**config.mk**
```make
export PLATFORM = sky130hd
export DESIGN_NAME = joystick_axis_calibrate_filter_top
export DESIGN_NICKNAME = d
export VERILOG_FILES = /design/src/rtl/jacf_pkg.sv /design/src/rtl/jacf_div.sv /design/src/rtl/joystick_axis_calibrate_filter_top.sv
export SDC_FILE = /design/constraint.sdc
export NUM_CORES = 2
export LEC_CHECK = 0
export BUFFER_PORTS_ARGS = -buffer_cell sky130_fd_sc_hd__buf_2
export CAP_MARGIN = 20
export CORE_MARGIN = 5
export CORE_UTILIZATION = 30
export DETAILED_ROUTE_END_ITERATION = 10
export GPL_ROUTABILITY_DRIVEN = 1
export SYNTH_ARGS = -nofsm -noshare
export SYNTH_HDL_FRONTEND = slang
export SYNTH_HIERARCHICAL = 1
export SYNTH_SLANG_ARGS = --single-unit
```
**constraint.sdc**
```tcl
create_clock -name clk_i -period 15.5 [get_ports clk_i]
set_clock_uncertainty 0.05 [all_clocks]
set_input_delay 0.775 -clock clk_i [delete_from_list [all_inputs] [get_ports clk_i]]
set_output_delay 0.775 -clock clk_i [all_outputs]
set_load 0.02 [all_outputs]
```
**src/rtl/jacf_pkg.sv**
```systemverilog
// Package for the joystick axis calibration and smoothing block.
// Holds word types, field widths, reset values and the divider interface types.
// Used by every module and the checker of this block.
`default_nettype none

package jacf_pkg;

  localparam int unsigned NumAxes     = 4;
  localparam int unsigned AdcBits     = 12;
  localparam int unsigned BoundBits   = 14;
  localparam int unsigned PosBits     = 16;
  localparam int unsigned DzBits      = 15;
  localparam int unsigned AlphaBits   = 17;

  localparam int unsigned DivQuoBits  = 16;
  localparam int unsigned DivDenBits  = 16;
  localparam int unsigned DivNumBits  = DivQuoBits + DivDenBits - 1;

  localparam logic [AdcBits-1:0]          ResetCenter = AdcBits'(2048);
  localparam logic signed [BoundBits-1:0] ResetLow    = BoundBits'(1600);
  localparam logic signed [BoundBits-1:0] ResetHigh   = BoundBits'(2500);

  localparam logic [DzBits-1:0]    ResetDeadzone = DzBits'(1966);
  localparam logic [AlphaBits-1:0] ResetAlpha    = AlphaBits'(19661);
  localparam logic [AdcBits-1:0]   ResetMinSpan  = AdcBits'(200);
  localparam logic [AdcBits-1:0]   ResetMargin   = AdcBits'(300);

  localparam logic [AlphaBits-1:0] AlphaOne = AlphaBits'(65536);
  localparam logic [DivDenBits:0]  OneQ15   = (DivDenBits + 1)'(32768);
  localparam logic [DivQuoBits-1:0] MaxQ15  = DivQuoBits'(32767);

  typedef enum logic [1:0] {
    REG_DEADZONE = 2'd0,
    REG_ALPHA    = 2'd1,
    REG_MIN_SPAN = 2'd2,
    REG_MARGIN   = 2'd3
  } reg_idx_e;

  typedef enum logic {
    FUNC_SAMPLE   = 1'b0,
    FUNC_RECENTER = 1'b1
  } func_e;

  typedef struct packed {
    logic               func;
    logic [1:0]         axis_sel;
    logic [AdcBits-1:0] raw;
  } in_word_t;

  typedef struct packed {
    logic [1:0]                axis_out;
    logic signed [PosBits-1:0] position;
  } out_word_t;

  typedef struct packed {
    logic                  start;
    logic [DivNumBits-1:0] dividend;
    logic [DivDenBits-1:0] divisor;
  } div_req_t;

  typedef struct packed {
    logic                  done;
    logic [DivQuoBits-1:0] quotient;
  } div_rsp_t;

endpackage

`default_nettype wire

```
**src/rtl/jacf_div.sv**
```systemverilog
// Restoring divider that yields one quotient bit per cycle.
// The dividend's upper part must be below the divisor. Depends on jacf_pkg.
`default_nettype none

module jacf_div
  import jacf_pkg::*;
(
  input  wire logic     clk_i,
  input  wire logic     rst_ni,
  input  wire div_req_t req_i,
  output div_rsp_t      rsp_o
);

  localparam int unsigned CntBits = $clog2(DivQuoBits + 1);

  logic [DivDenBits-1:0] rem_q, rem_d;
  logic [DivQuoBits-1:0] low_q, low_d;
  logic [DivDenBits-1:0] den_q, den_d;
  logic [CntBits-1:0]    cnt_q, cnt_d;
  logic                  busy_q, busy_d;
  logic                  done_q, done_d;
  logic [DivDenBits:0]   trial;
  logic                  fits;

  assign trial = {rem_q, low_q[DivQuoBits-1]};
  assign fits  = trial >= {1'b0, den_q};

  always_comb begin
    rem_d  = rem_q;
    low_d  = low_q;
    den_d  = den_q;
    cnt_d  = cnt_q;
    busy_d = busy_q;
    done_d = 1'b0;
    if (req_i.start) begin
      rem_d  = DivDenBits'(req_i.dividend[DivNumBits-1:DivQuoBits]);
      low_d  = req_i.dividend[DivQuoBits-1:0];
      den_d  = req_i.divisor;
      cnt_d  = CntBits'(DivQuoBits);
      busy_d = 1'b1;
    end else if (busy_q) begin
      rem_d = fits ? DivDenBits'(trial - {1'b0, den_q}) : trial[DivDenBits-1:0];
      low_d = {low_q[DivQuoBits-2:0], fits};
      cnt_d = cnt_q - CntBits'(1);
      if (cnt_q == CntBits'(1)) begin
        busy_d = 1'b0;
        done_d = 1'b1;
      end
    end
  end

  always_ff @(posedge clk_i or negedge rst_ni) begin
    if (!rst_ni) begin
      cnt_q  <= '0;
      busy_q <= 1'b0;
      done_q <= 1'b0;
    end else begin
      cnt_q  <= cnt_d;
      busy_q <= busy_d;
      done_q <= done_d;
    end
  end

  always_ff @(posedge clk_i) begin
    rem_q <= rem_d;
    low_q <= low_d;
    den_q <= den_d;
  end

  assign rsp_o.done     = done_q;
  assign rsp_o.quotient = low_q;

endmodule

`default_nettype wire

```
**src/rtl/joystick_axis_calibrate_filter_top.sv**
```systemverilog
// Top level of the joystick axis calibration, dead zone and smoothing block.
// Depends on jacf_pkg and the shared divider jacf_div.
//
//   Channel   Direction  Handshake              Payload
//   in        input      in_valid_i/in_stall_o  in_data_i (in_word_t)
//   out       output     out_valid_o/out_stall_i out_data_o (out_word_t)
//   config    input      APB psel/penable/pready paddr, pwdata, prdata
//
// A sample word runs two passes of the shared divider, the second skipped below the
// dead zone; a recenter word or a word for a missing axis skips the divider. One word
// is in progress at a time: in_stall_o stays high until the block returns to idle.
// Reset restores all axis state and registers at once; no clearing pass is needed.
// A result held by out_stall_i lets the next word in, but that word waits in ST_DONE
// until the output register is free.
`default_nettype none

module joystick_axis_calibrate_filter_top
  import jacf_pkg::*;
#(
  parameter int unsigned AXES = NumAxes
) (
  input  wire logic      clk_i,
  input  wire logic      rst_ni,
  input  wire logic      in_valid_i,
  output logic           in_stall_o,
  input  wire in_word_t  in_data_i,
  output logic           out_valid_o,
  input  wire logic      out_stall_i,
  output out_word_t      out_data_o,
  input  wire logic      psel,
  input  wire logic      penable,
  input  wire logic      pwrite,
  input  wire logic [3:0] paddr,
  input  wire logic [31:0] pwdata,
  output logic [31:0]    prdata,
  output logic           pready
);

  localparam int unsigned AxW = (AXES > 1) ? $clog2(AXES) : 1;

  typedef enum logic [7:0] {
    ST_IDLE = 8'b0000_0001,
    ST_UPD  = 8'b0000_0010,
    ST_DIV1 = 8'b0000_0100,
    ST_DZ   = 8'b0000_1000,
    ST_DIV2 = 8'b0001_0000,
    ST_MUL  = 8'b0010_0000,
    ST_ACC  = 8'b0100_0000,
    ST_DONE = 8'b1000_0000
  } state_e;

  state_e state_q, state_d;

  logic [DzBits-1:0]    dz_q;
  logic [AlphaBits-1:0] alpha_q;
  logic [AdcBits-1:0]   min_span_q;
  logic [AdcBits-1:0]   margin_q;

  logic [AdcBits-1:0]          center_q [AXES];
  logic signed [BoundBits-1:0] low_q    [AXES];
  logic signed [BoundBits-1:0] high_q   [AXES];
  logic signed [PosBits-1:0]   filt_q   [AXES];

  logic [AxW-1:0]            ax_q;
  logic [1:0]                axis_sel_q;
  logic                      ax_ok_q;
  logic                      func_q;
  logic [AdcBits-1:0]        raw_q;
  logic                      dneg_q;
  logic [DivQuoBits-1:0]     a_q;
  logic signed [PosBits-1:0] y_q;
  logic signed [34:0]        prod_q;
  logic signed [PosBits-1:0] pos_q;

  logic      out_valid_q, out_valid_d;
  out_word_t out_q;

  div_req_t div_req;
  div_rsp_t div_rsp;

  logic                        in_accept;
  logic                        cfg_write;
  logic [AdcBits-1:0]          cur_center;
  logic signed [BoundBits-1:0] cur_low, cur_high;
  logic signed [PosBits-1:0]   cur_filt;
  logic signed [BoundBits-1:0] raw_s;
  logic signed [BoundBits-1:0] new_low, new_high;
  logic signed [BoundBits-1:0] rc_low, rc_high;
  logic signed [BoundBits:0]   span_hi, span_lo, span_max, span_floor;
  logic [AdcBits-1:0]          min_span_eff;
  logic [AdcBits-1:0]          abs_d;
  logic [DivQuoBits-1:0]       a_minus_dz;
  logic                        below_dz;
  logic [DivQuoBits-1:0]       y_clamped;
  logic signed [PosBits-1:0]   y_signed;
  logic [AlphaBits-1:0]        alpha_eff;
  logic signed [PosBits:0]     diff;
  logic signed [34:0]          prod_d;
  logic signed [35:0]          acc_num;
  logic signed [19:0]          acc_shift;
  logic signed [PosBits-1:0]   filt_new;
  logic                        out_free;

  assign in_accept  = in_valid_i && !in_stall_o;
  assign in_stall_o = (state_q != ST_IDLE);
  assign cfg_write  = psel && penable && pwrite && pready;
  assign pready     = 1'b1;
  assign out_free   = !out_valid_q || !out_stall_i;

  assign cur_center = center_q[ax_q];
  assign cur_low    = low_q[ax_q];
  assign cur_high   = high_q[ax_q];
  assign cur_filt   = filt_q[ax_q];

  assign raw_s    = $signed({2'b00, raw_q});
  assign new_low  = (raw_s < cur_low) ? raw_s : cur_low;
  assign new_high = (raw_s > cur_high) ? raw_s : cur_high;
  assign rc_low   = raw_s - $signed({2'b00, margin_q});
  assign rc_high  = raw_s + $signed({2'b00, margin_q});

  assign span_hi      = {new_high[BoundBits-1], new_high} - $signed({3'b000, cur_center});
  assign span_lo      = $signed({3'b000, cur_center}) - {new_low[BoundBits-1], new_low};
  assign span_max     = (span_lo > span_hi) ? span_lo : span_hi;
  assign min_span_eff = (min_span_q == '0) ? AdcBits'(1) : min_span_q;
  assign span_floor   = (span_max < $signed({3'b000, min_span_eff})) ?
                        $signed({3'b000, min_span_eff}) : span_max;

  assign abs_d = (raw_q >= cur_center) ? (raw_q - cur_center) : (cur_center - raw_q);

  assign below_dz   = a_q < {1'b0, dz_q};
  assign a_minus_dz = a_q - {1'b0, dz_q};

  assign y_clamped = (div_rsp.quotient > MaxQ15) ? MaxQ15 : div_rsp.quotient;
  assign y_signed  = dneg_q ? -$signed(y_clamped) : $signed(y_clamped);

  assign alpha_eff = (alpha_q > AlphaOne) ? AlphaOne : alpha_q;
  assign diff      = {y_q[PosBits-1], y_q} - {cur_filt[PosBits-1], cur_filt};
  assign prod_d    = $signed({1'b0, alpha_eff}) * diff;

  assign acc_num   = {{4{cur_filt[PosBits-1]}}, cur_filt, 16'h0000}
                   + {prod_q[34], prod_q};
  assign acc_shift = acc_num[35:16] + 20'((acc_num[35] && (acc_num[15:0] != '0)) ? 1 : 0);
  assign filt_new  = acc_shift[PosBits-1:0];

  always_comb begin
    div_req.start    = 1'b0;
    div_req.dividend = DivNumBits'({abs_d, 15'h0000});
    div_req.divisor  = DivDenBits'(span_floor[BoundBits-1:0]);
    if ((state_q == ST_UPD) && ax_ok_q && (func_q == FUNC_SAMPLE)) begin
      div_req.start = 1'b1;
    end else if (state_q == ST_DZ) begin
      div_req.start    = !below_dz;
      div_req.dividend = DivNumBits'({a_minus_dz, 15'h0000}) - DivNumBits'(a_minus_dz);
      div_req.divisor  = DivDenBits'(OneQ15 - {2'b00, dz_q});
    end
  end

  jacf_div u_div (
    .clk_i  (clk_i),
    .rst_ni (rst_ni),
    .req_i  (div_req),
    .rsp_o  (div_rsp)
  );

  always_comb begin
    state_d = state_q;
    case (state_q)
      ST_IDLE: begin
        if (in_accept) begin
          state_d = ST_UPD;
        end
      end
      ST_UPD: begin
        if (!ax_ok_q || (func_q == FUNC_RECENTER)) begin
          state_d = ST_DONE;
        end else begin
          state_d = ST_DIV1;
        end
      end
      ST_DIV1: begin
        if (div_rsp.done) begin
          state_d = ST_DZ;
        end
      end
      ST_DZ: begin
        state_d = below_dz ? ST_MUL : ST_DIV2;
      end
      ST_DIV2: begin
        if (div_rsp.done) begin
          state_d = ST_MUL;
        end
      end
      ST_MUL: begin
        state_d = ST_ACC;
      end
      ST_ACC: begin
        state_d = ST_DONE;
      end
      ST_DONE: begin
        if (out_free) begin
          state_d = ST_IDLE;
        end
      end
      default: begin
        state_d = ST_IDLE;
      end
    endcase
  end

  always_comb begin
    out_valid_d = out_valid_q;
    if (out_valid_q && !out_stall_i) begin
      out_valid_d = 1'b0;
    end
    if ((state_q == ST_DONE) && out_free) begin
      out_valid_d = 1'b1;
    end
  end

  always_ff @(posedge clk_i or negedge rst_ni) begin
    if (!rst_ni) begin
      state_q     <= ST_IDLE;
      out_valid_q <= 1'b0;
    end else begin
      state_q     <= state_d;
      out_valid_q <= out_valid_d;
    end
  end

  always_ff @(posedge clk_i or negedge rst_ni) begin
    if (!rst_ni) begin
      dz_q       <= ResetDeadzone;
      alpha_q    <= ResetAlpha;
      min_span_q <= ResetMinSpan;
      margin_q   <= ResetMargin;
    end else if (cfg_write) begin
      case (reg_idx_e'(paddr[3:2]))
        REG_DEADZONE: dz_q       <= pwdata[DzBits-1:0];
        REG_ALPHA:    alpha_q    <= pwdata[AlphaBits-1:0];
        REG_MIN_SPAN: min_span_q <= pwdata[AdcBits-1:0];
        REG_MARGIN:   margin_q   <= pwdata[AdcBits-1:0];
        default: begin
        end
      endcase
    end
  end

  always_comb begin
    case (reg_idx_e'(paddr[3:2]))
      REG_DEADZONE: prdata = 32'(dz_q);
      REG_ALPHA:    prdata = 32'(alpha_q);
      REG_MIN_SPAN: prdata = 32'(min_span_q);
      REG_MARGIN:   prdata = 32'(margin_q);
      default:      prdata = '0;
    endcase
  end

  always_ff @(posedge clk_i or negedge rst_ni) begin
    if (!rst_ni) begin
      for (int i = 0; i < AXES; i++) begin
        center_q[i] <= ResetCenter;
        low_q[i]    <= ResetLow;
        high_q[i]   <= ResetHigh;
        filt_q[i]   <= '0;
      end
    end else begin
      if ((state_q == ST_UPD) && ax_ok_q) begin
        if (func_q == FUNC_RECENTER) begin
          center_q[ax_q] <= raw_q;
          low_q[ax_q]    <= rc_low;
          high_q[ax_q]   <= rc_high;
          filt_q[ax_q]   <= '0;
        end else begin
          low_q[ax_q]  <= new_low;
          high_q[ax_q] <= new_high;
        end
      end
      if (state_q == ST_ACC) begin
        filt_q[ax_q] <= filt_new;
      end
    end
  end

  always_ff @(posedge clk_i) begin
    if (in_accept) begin
      ax_q       <= AxW'(in_data_i.axis_sel);
      axis_sel_q <= in_data_i.axis_sel;
      ax_ok_q    <= 32'(in_data_i.axis_sel) < 32'(AXES);
      func_q     <= in_data_i.func;
      raw_q      <= in_data_i.raw;
    end
    if (state_q == ST_UPD) begin
      dneg_q <= raw_q < cur_center;
      pos_q  <= '0;
    end
    if ((state_q == ST_DIV1) && div_rsp.done) begin
      a_q <= div_rsp.quotient;
    end
    if ((state_q == ST_DZ) && below_dz) begin
      y_q <= '0;
    end
    if ((state_q == ST_DIV2) && div_rsp.done) begin
      y_q <= y_signed;
    end
    if (state_q == ST_MUL) begin
      prod_q <= prod_d;
    end
    if (state_q == ST_ACC) begin
      pos_q <= filt_new;
    end
    if ((state_q == ST_DONE) && out_free) begin
      out_q.axis_out <= axis_sel_q;
      out_q.position <= pos_q;
    end
  end

  assign out_valid_o = out_valid_q;
  assign out_data_o  = out_q;

endmodule

`default_nettype wire

```
==> summary.md <==
| Metric | Value |
|---|---|
| Arr. time, crit path | 12.36 ns |
| Delay-heaviest family, CP | compound AO/OA/AOI/OAI gates |
| Area post-placement | between 0.04 and 0.05 mm^2 |
| Clock buffer count from CTS | 54 |
| Initial Utilization | 0.303 |
| Drt pass-1 iters | 5 |
| Fin. Hold Viols | 0 |
| Post-synth top area cell | dfrtp_1 |
| Synth warn | 6 |
| Net count, final | 4668 |
| Post-CTS sizing | 0 |
| Synth area leaders | dfrtp_1, edfxtp_1, fa_1, ha_1, inv_1 |
| First-pass GRT wire length | 172000 um |
| Iter 0 DRT Violations | 2252 |
| Initial antenna violation count | 13 |
| Maximum clock frequency | 0.0829 GHz |
| Most used DFF post-synth | dfrtp_1 |
| Routed WL | 111000 um |
| Synth cell types | 94 |
| CTS H-tree lvls | 2 |
| Overflow after GRT | 0 |
| CP Buf/Inv Count | 7 |
| Cts hold-fix bufs | 0 |
| Clock Latency Late Sink | 0.61 ns |
| Core area | 0.128 mm^2 |
| Post-synth top cells | inv_1, nand2_1, nor2_1 |
| Outcome | finished, final reports clean |
| Area Growth Syn to Fin | 10.4% |
| Clk sinks | 461 |
| Max-capacitance violation count | 0 |
| Crit Path Max Fanout | 34 |
| Sequential cell area fraction in the yosys report | 0.321 |
| HPWL after DPL | between 80000 and 90000 um |
| Worst Max-Slew Pin Slew | 1.08 ns |
| Avg Cell Area, Syn | about 9.5 um^2 |
| Clk slew on worst S/H paths | approximately 0.06 ns |
| Die width | 369 um |
| Top-Level Pins | roughly 110 |
| Fin util | 0.334 |
| Final Cycle Share | 0.778 |
| Post-Syn Instances | 4057 |
| #FFs+latches synth | 461 |
| Crit path required time | 15.80 ns |
| Die height | 369 um |
| Placement Rows | 131 |
| Final setup fails | 0 |
| Routed vias/inst | 5.10 |
| Worst path most repeated cell | fa_1 |
| EDFF count, synth | 164 |
| Crit start category | flip-flop |
| Tmin final | roughly 12 ns |
| Die ar. | 0.136 mm^2 |
| CP peak stage delay | 0.82 ns |
| Total global-route track usage | 0.160 |
| CTS root buf | clkbuf_16 |
| Vias | 29400 |
| Mapped Area | 0.0387 mm^2 |
| CP max stage cell | a211oi_1 |
| Crit Path Class | reg -> reg |
| Share of the synthesized area in the top cell type | 0.153 |
| Pins over their slew limit | 0 |
| Postcts setup bufs | 0 |
| Max Root-Sink Buffers | 3 |
| RSZ-0062 raised after global routing | false |
| Asr flop ratio synth | 0.642 |
| Hold crit path type | in -> async |
| Largest net degree at the start of global routing | 181 |
| Top-count cell post-synth | inv_1 |
| Setup TNS | 0 ns |
| Layout cell share with drive strength beyond 1 | 0.122 |
| Vias in the first global route | between 20000 and 30000 |
| Final Instance Area | 0.0427 mm^2 |
| Slew margin rel. | 0.272 |
| Remaining antenna violation count | 0 |
| GP Congestion | roughly 0.9 |
| # DRC | 0 |
| CTS tree | yes |
| Input/output buffers | 77 |
| Worst Setup End Kind | flip-flop |
| Avg WL per Cell | 19.3 um |
## flip-flops by register name, summed over array words and instances (netlist names), 16 cells and up
| register | cells |
|---|---|
| filt_q | 64 |
| high_q | 56 |
| low_q | 56 |
| center_q | 48 |
| prod_q | 35 |
| out_data_o | 18 |
| alpha_q | 17 |
| a_q | 16 |
| pos_q | 16 |
| u_div/den_q | 16 |
| u_div/low_q | 16 |
| u_div/rem_q | 16 |
| y_q | 16 |
## cell type report
type / count / area, um^2
fillers: 13100 / 85200
multi-input cells: 2952 / 23800
flip-flops and latches: 461 / 12400
well taps: 1662 / 2080
inverters: 469 / 1760
clock buffers: 73 / 1510
repair buffers: 122 / 757
clock inverters: 28 / 343
diodes: 5 / 12.5
## kinds of logic (layout without fill, tap and decap cells)
family	after synthesis	in the layout	share of synthesized area
other	2	21	0.000194
and+or+nand+nor	1245	1245	0.149
muxes	194	194	0.0754
AOI/OAI and AO/OA	778	778	0.126
buffers and inverters	658	692	0.0665
adders and majority gates	551	551	0.224
xor gates and xnor gates	168	168	0.0380
DFF	461	461	0.321
## path summary, 6_finish.rpt
check                                             start  cells after the start  slack, ns                        to
worst max-delay path                  ax_q[0]$_DFFE_PP_                     40       3.44      prod_q[33]$_DFFE_PN_
worst min-delay path                             rst_ni                      1       0.20    high_q[31]$_DFFE_PN0P_
worst max register to register        ax_q[0]$_DFFE_PP_                     40       3.44      prod_q[33]$_DFFE_PN_
worst min register to register  pos_q[11]$_SDFFCE_PN0P_                      0       0.35  out_data_o[11]$_DFFE_PP_
max in group asynchronous                        rst_ni                      2      13.74      dz_q[11]$_DFFE_PN0P_
min in group clk_i                        in_data_i[12]                      1       0.29         ax_q[0]$_DFFE_PP_
## through the flow
step | worst slack [ns] | hold WS (ns) | cells
after floorplan | 4.42 | 0.350 | 4071
after global placement | 3.50 | 0.356 | 5663
after detailed placement | 3.50 | 0.357 | 5664
after CTS | 3.44 | 0.228 | 5765
after global routing | 2.71 | 0.253 | 5767
final | 3.44 | 0.196 | 5772
## worst register-to-register path: cells and delay by family, from the launching register on
family / cells / cell delay (ns)
adders and majority gates: 8 / 3.47
AOI/OAI and AO/OA: 17 / 4.35
xor gates and xnor gates: 1 / 0.11
muxes: 1 / 0.69
and+or+nand+nor: 6 / 1.20
DFF: 1 / 0.33
buffers and inverters: 7 / 1.60
## cells in the final DEF, fill, tap and decap left out, types with 128 or more instances in the layout
| cell type | count |
|---|---|
| a21oi_1 | 153 |
| xnor2_1 | 128 |
| edfxtp_1 | 164 |
| o21ai_0 | 309 |
| nand2_1 | 447 |
| nor2_1 | 332 |
| ha_1 | 316 |
| dfrtp_1 | 236 |
| fa_1 | 234 |
| inv_1 | 468 |
## routing by layer
layer,GRT usage,part of all wire,vias up
li1,-,-,13900
met4,0.0347,0.023,4
met1,0.234,0.46,14400
met5,0,0.00023,-
met3,0.0296,0.076,151
met2,0.248,0.44,941
Power is not shown: default switching activity piles up to over one toggle a cycle in this logic, so the estimate is an artifact.
